## config.mk

```make
export PLATFORM = sky130hd
export DESIGN_NAME = aes_ctr_ctrl
export DESIGN_NICKNAME = d
export VERILOG_FILES = /design/src/rtl/aes_ctr_pkg.sv /design/src/rtl/aes_ctr_ctrl.sv
export SDC_FILE = /design/constraint.sdc
export NUM_CORES = 1
export LEC_CHECK = 0
export BUFFER_PORTS_ARGS = -buffer_cell sky130_fd_sc_hd__buf_2
export CELL_PAD_IN_SITES_DETAIL_PLACEMENT = 1
export CELL_PAD_IN_SITES_GLOBAL_PLACEMENT = 2
export CORE_ASPECT_RATIO = 0.9
export CORE_MARGIN = 2
export CORE_UTILIZATION = 25
export CTS_BUF_LIST = sky130_fd_sc_hd__clkbuf_8 sky130_fd_sc_hd__clkbuf_16
export CTS_CLUSTER_DIAMETER = 120
export DETAILED_ROUTE_END_ITERATION = 7
export GPL_TIMING_DRIVEN = 0
export PLACE_DENSITY_LB_ADDON = 0.1
export REMOVE_ABC_BUFFERS = 1
export SYNTH_ARGS = -nofsm -noshare
export SYNTH_HDL_FRONTEND = slang
export SYNTH_SLANG_ARGS = --single-unit
```

## constraint.sdc

```tcl
create_clock -name clk -period 1.4 [get_ports clk]
set_input_delay 0.14 -clock clk [delete_from_list [all_inputs] [get_ports clk]]
set_output_delay 0.14 -clock clk [all_outputs]
set_load 0.05 [all_outputs]
```

## src/rtl/aes_ctr_pkg.sv

```systemverilog
// Shared constants, types and functions of the AES-128 ECB/CTR engine.
// Depends on nothing; the datapath, controller and top level import it.
package aes_ctr_pkg;

  localparam int CfgIdxW = 3;
  localparam int CfgDataW = 64;
  localparam int InDataW = 136;
  localparam int OutDataW = 128;
  localparam int NumRkWords = 44;
  localparam int NumRkRows = 11;
  localparam int RkIdxW = 6;

  localparam logic [CfgIdxW-1:0] REG_MODE = 3'd0;
  localparam logic [CfgIdxW-1:0] REG_KEY_HIGH = 3'd1;
  localparam logic [CfgIdxW-1:0] REG_KEY_LOW = 3'd2;
  localparam logic [CfgIdxW-1:0] REG_IV_HIGH = 3'd3;
  localparam logic [CfgIdxW-1:0] REG_IV_LOW = 3'd4;

  localparam logic MODE_ECB = 1'b0;
  localparam logic MODE_CTR = 1'b1;

  // Commands from the controller to the datapath.
  typedef struct packed {
    logic key_start;   // begin the key schedule
    logic rk_write;    // write expanded word
    logic load_block;  // capture input beat and start state
    logic round;       // apply one cipher round
    logic finish;      // form the result register
    logic out_pop;     // result beat taken
  } aes_cmd_t;

  // Status from the datapath to the controller.
  typedef struct packed {
    logic last_round;
  } aes_sts_t;

  localparam logic [7:0] SBOX [256] = '{
    8'h63,8'h7c,8'h77,8'h7b,8'hf2,8'h6b,8'h6f,8'hc5,8'h30,8'h01,8'h67,8'h2b,8'hfe,8'hd7,8'hab,8'h76,
    8'hca,8'h82,8'hc9,8'h7d,8'hfa,8'h59,8'h47,8'hf0,8'had,8'hd4,8'ha2,8'haf,8'h9c,8'ha4,8'h72,8'hc0,
    8'hb7,8'hfd,8'h93,8'h26,8'h36,8'h3f,8'hf7,8'hcc,8'h34,8'ha5,8'he5,8'hf1,8'h71,8'hd8,8'h31,8'h15,
    8'h04,8'hc7,8'h23,8'hc3,8'h18,8'h96,8'h05,8'h9a,8'h07,8'h12,8'h80,8'he2,8'heb,8'h27,8'hb2,8'h75,
    8'h09,8'h83,8'h2c,8'h1a,8'h1b,8'h6e,8'h5a,8'ha0,8'h52,8'h3b,8'hd6,8'hb3,8'h29,8'he3,8'h2f,8'h84,
    8'h53,8'hd1,8'h00,8'hed,8'h20,8'hfc,8'hb1,8'h5b,8'h6a,8'hcb,8'hbe,8'h39,8'h4a,8'h4c,8'h58,8'hcf,
    8'hd0,8'hef,8'haa,8'hfb,8'h43,8'h4d,8'h33,8'h85,8'h45,8'hf9,8'h02,8'h7f,8'h50,8'h3c,8'h9f,8'ha8,
    8'h51,8'ha3,8'h40,8'h8f,8'h92,8'h9d,8'h38,8'hf5,8'hbc,8'hb6,8'hda,8'h21,8'h10,8'hff,8'hf3,8'hd2,
    8'hcd,8'h0c,8'h13,8'hec,8'h5f,8'h97,8'h44,8'h17,8'hc4,8'ha7,8'h7e,8'h3d,8'h64,8'h5d,8'h19,8'h73,
    8'h60,8'h81,8'h4f,8'hdc,8'h22,8'h2a,8'h90,8'h88,8'h46,8'hee,8'hb8,8'h14,8'hde,8'h5e,8'h0b,8'hdb,
    8'he0,8'h32,8'h3a,8'h0a,8'h49,8'h06,8'h24,8'h5c,8'hc2,8'hd3,8'hac,8'h62,8'h91,8'h95,8'he4,8'h79,
    8'he7,8'hc8,8'h37,8'h6d,8'h8d,8'hd5,8'h4e,8'ha9,8'h6c,8'h56,8'hf4,8'hea,8'h65,8'h7a,8'hae,8'h08,
    8'hba,8'h78,8'h25,8'h2e,8'h1c,8'ha6,8'hb4,8'hc6,8'he8,8'hdd,8'h74,8'h1f,8'h4b,8'hbd,8'h8b,8'h8a,
    8'h70,8'h3e,8'hb5,8'h66,8'h48,8'h03,8'hf6,8'h0e,8'h61,8'h35,8'h57,8'hb9,8'h86,8'hc1,8'h1d,8'h9e,
    8'he1,8'hf8,8'h98,8'h11,8'h69,8'hd9,8'h8e,8'h94,8'h9b,8'h1e,8'h87,8'he9,8'hce,8'h55,8'h28,8'hdf,
    8'h8c,8'ha1,8'h89,8'h0d,8'hbf,8'he6,8'h42,8'h68,8'h41,8'h99,8'h2d,8'h0f,8'hb0,8'h54,8'hbb,8'h16};

  // Multiply by x in GF(2^8).
  function automatic logic [7:0] xtime(input logic [7:0] v);
    xtime = {v[6:0], 1'b0} ^ (v[7] ? 8'h1b : 8'h00);
  endfunction

  // Byte mask of the leading n bytes of a 64-bit half, n saturating at 8.
  function automatic logic [63:0] lead_mask(input logic [4:0] n);
    logic [63:0] m;
    m = '0;
    for (int b = 0; b < 8; b++) begin
      if (n > 5'(b)) m[63-8*b -: 8] = 8'hff;
    end
    lead_mask = m;
  endfunction

endpackage

```

## src/rtl/aes_ctr_ctrl.sv

```systemverilog
// Controller state machine: key expansion sequencing, round sequencing and handshakes.
// Uses aes_ctr_pkg; commands aes_ctr_datapath.
module aes_ctr_ctrl (
  input  logic                  clk,
  input  logic                  rst,
  input  logic                  cfg_we,
  input  logic [aes_ctr_pkg::CfgIdxW-1:0] cfg_index,
  input  logic                  s_tvalid,
  output logic                  s_tready,
  output logic                  m_tvalid,
  input  logic                  m_tready,
  input  aes_ctr_pkg::aes_sts_t sts,
  output aes_ctr_pkg::aes_cmd_t cmd
);
  import aes_ctr_pkg::*;

  localparam logic [1:0] ST_KSTART = 2'd0;
  localparam logic [1:0] ST_KEXP = 2'd1;
  localparam logic [1:0] ST_IDLE = 2'd2;
  localparam logic [1:0] ST_RUN = 2'd3;

  logic [1:0] state, state_next;
  logic [5:0] kcnt;
  logic       pend;  // result waits for the finish cycle
  logic       key_wr;

  assign key_wr = cfg_we && (cfg_index == REG_KEY_HIGH || cfg_index == REG_KEY_LOW);
  assign s_tready = (state == ST_IDLE) && !key_wr && (!m_tvalid || m_tready);

  always_comb begin
    cmd = '0;
    cmd.key_start = (state == ST_KSTART);
    cmd.rk_write = (state == ST_KEXP);
    cmd.load_block = s_tvalid && s_tready;
    cmd.round = (state == ST_RUN) && !pend;
    cmd.finish = (state == ST_RUN) && pend;
    cmd.out_pop = m_tvalid && m_tready;
    state_next = state;
    unique case (state)
      ST_KSTART: state_next = ST_KEXP;
      ST_KEXP:   if (kcnt == 6'd39) state_next = ST_IDLE;
      ST_IDLE:   if (cmd.load_block) state_next = ST_RUN;
      ST_RUN:    if (pend) state_next = ST_IDLE;
      default:   state_next = ST_KSTART;
    endcase
    if (key_wr) state_next = ST_KSTART;
  end

  // State, key counter, pending flag and output valid.
  always_ff @(posedge clk) begin
    if (rst) begin
      state <= ST_KSTART;
      kcnt <= '0;
      pend <= 1'b0;
      m_tvalid <= 1'b0;
    end else begin
      state <= state_next;
      kcnt <= (state == ST_KEXP) ? kcnt + 6'd1 : 6'd0;
      if (cmd.round && sts.last_round) pend <= 1'b1;
      else if (cmd.finish) pend <= 1'b0;
      if (cmd.finish) m_tvalid <= 1'b1;
      else if (cmd.out_pop) m_tvalid <= 1'b0;
    end
  end

endmodule

```

==> qor.yml <==
initialDrtViolationCount: 6
track_usage_pct: 11.0
synth-seq-cells: 10
synthTopCellsByArea: "dfxtp_1 (43%), nor2_1 (7.3%), xor2_1 (5.7%)"
grt_pass1_wl_um: 1800
root_buffer: "clkbuf_8"
synth_top_area_cell: "dfxtp_1"
yosysWarnings: 0
drt-met1-wl_um: 527
hold_buffers: 0
power_density_nw_per_um2: 978
slew_headroom_pct: 78.2
netlist_instances: 54
top_level_ports: 17
critical_path_class: "register to primary output"
nNetsFinal: 85
dpl.hpwl_um: 801
via_per_inst: 4.30
wl_met2_um: 385
rsz0062_at_grt: "true"
leakage_nw: 0.278
cts_tree: "done"
grt-ovfl-total: 0
clk_pin_slew_ns: 0.04
drv_cap: 0
num_rows: 14
max_stage_delay_ns: 0.35
final_cell_mix: "buf_2 (15), nor2_1 (9), dfxtp_1 (8)"
cp_slowest_cell: "dfxtp_2"
finalInstanceArea_sq_um: 647
worst_pin_slew_ns: 0.323
ys.flop_type: "dfxtp_1"
required_ns: 1.26
num_vias: 417
gp_congestion: 0.672
status: "complete, no violations"
die_x_um: 49.3
wl_met3_um: 59
grt_pass1_vias: 407
cts_buffer_depth: 2
synth_edf_count: 0
end_kind: "primary output"
cts_htree_levels: 1
avgRoutedWirePerCell_um: 10.2
wirelength_um: 988
n_antenna_cell: 0
setup_violations: 0
placed_cell_area_sq_um: 572
critPathMaxFanout: 8
drt_first_pass_iters: 3
die_area_sq_um: 2210
crit_path_start_kind: "register"
cts_setup_buffers: 0
drive_above_1_share_pct: 35.6
coreArea_sq_um: 1700
synthDistinctLibCells: 26
antenna_found_initial: 0
grt_max_degree: 9
skew_ns: 0.00158
total_power_mw: 0.632
crit_chain: "nand2b_4, nor4_4, buf_6"
hold_violations: 0
die-height_um: 44.8
cts_buffers: 3
clkSinkCount: 10
route.detailed.drc: 0
drtAntennaViolNets: 0
ys_seq_area_share_pct: 43.4
top_layer: "met4"
synth.top_cell.area_share_pct: 43.4
io_buffers: 16
start_util_pct: 27.2
async_flop_share_pct: 0
hold_path_class: "input pin to register"
mostFrequentLayoutCell: "buf_2"
final.setup.tns_ns: 0
insertion_delay_ns: 0.22
synthesis.area_sq_um: 462
slew_viol_final: 0
post-route-period-util_pct: 95.7
worstPathArrival_ns: 1.20
area_delta_synth_final_pct: 40.1
avgSynthCellArea_sq_um: 8.55
ir_worst_vdd_uv: 669
period_needed_ns: 1.34
fmax_ghz: 0.746
metrics by stage:
stage | worst slack, ns | hold WS (ns) | instances | util (%)
final | 0.0602 | 0.126 | 97 | 38.1
after global routing | -0.0156 | 0.149 | 97 | 38.1
after CTS | 0.0125 | 0.126 | 97 | 36.7
after detailed placement | 0.0564 | 0.366 | 94 | 33.7
after global placement | 0.0877 | 0.365 | 94 | 33.7
after floorplan | -0.891 | 0.209 | 54 | -
power by group:
part / switching (mW) / internal [mW] / leakage (nW)
combinational: 0.0363 / 0.0219 / 0.174
sequential: 0.00642 / 0.292 / 0.0818
clock: 0.0898 / 0.186 / 0.0216
cells in the mapped netlist, types with 3 or more instances:
master    number
and3_1         3
nand2b_1       3
nor2_1         9
xor2_1         3
inv_1          4
dfxtp_1       10
nand2_1        3
worst max-delay path: cells and delay by family (launching register included):
| kind | cells | cell delay, ns |
|---|---|---|
| DFF | 1 | 0.35 |
| and+or+nand+nor | 2 | 0.44 |
| buffers and inverters | 1 | 0.19 |
cells by family (layout without fill, tap and decap cells):
| kind of cell | Yosys count | in the layout | share of synthesized area, % |
|---|---|---|---|
| AO/OA/AOI/OAI | 6 | 6 | 8.94 |
| XOR/XNOR | 4 | 4 | 7.59 |
| adder cells (fa/ha/maj) | 1 | 1 | 2.71 |
| buffers and inverters | 4 | 23 | 3.25 |
| flip-flops | 10 | 10 | 43.4 |
| AND/OR/NAND/NOR | 29 | 29 | 34.2 |
metal layers:
metal  vias up  track usage (%)
met5         -                0
met4         0             6.86
met3         2             3.31
met2        12             15.7
met1       180             14.8
li1        223                -
state kept, by name, indices dropped and copies added, names as in the netlist:
name,flops
kcnt,6
pend,1
state,2
m_tvalid,1
worst paths after layout:
path	start	endpoint	slack (ns)	cells past startpoint
setup / recovery	state[0]$_SDFFE_PP0P_	cmd[3]	0.06	3
hold / removal	rst	pend$_SDFFE_PP0P_	0.13	2
setup reg to reg	kcnt[2]$_SDFF_PP0_	kcnt[5]$_SDFF_PP0_	0.31	3
hold reg to reg	kcnt[0]$_SDFF_PP0_	kcnt[0]$_SDFF_PP0_	0.45	1
repair_timing:
item,CTS,global route
cloned,0,0
endpoints found under the setup margin,1,1
pin swaps,0,1
resized for setup,4,4
area by class of cell:
cell class | count | area (sq um)
clock buffers | 3 | 41.3
fillers | 220 | 1050
inverters | 4 | 15.0
multi-input cells | 40 | 272
flip-flops and latches | 10 | 203
well taps | 24 | 30.0
repair buffers | 16 | 86.3
Note: power is estimated with default switching activity, not from simulation.
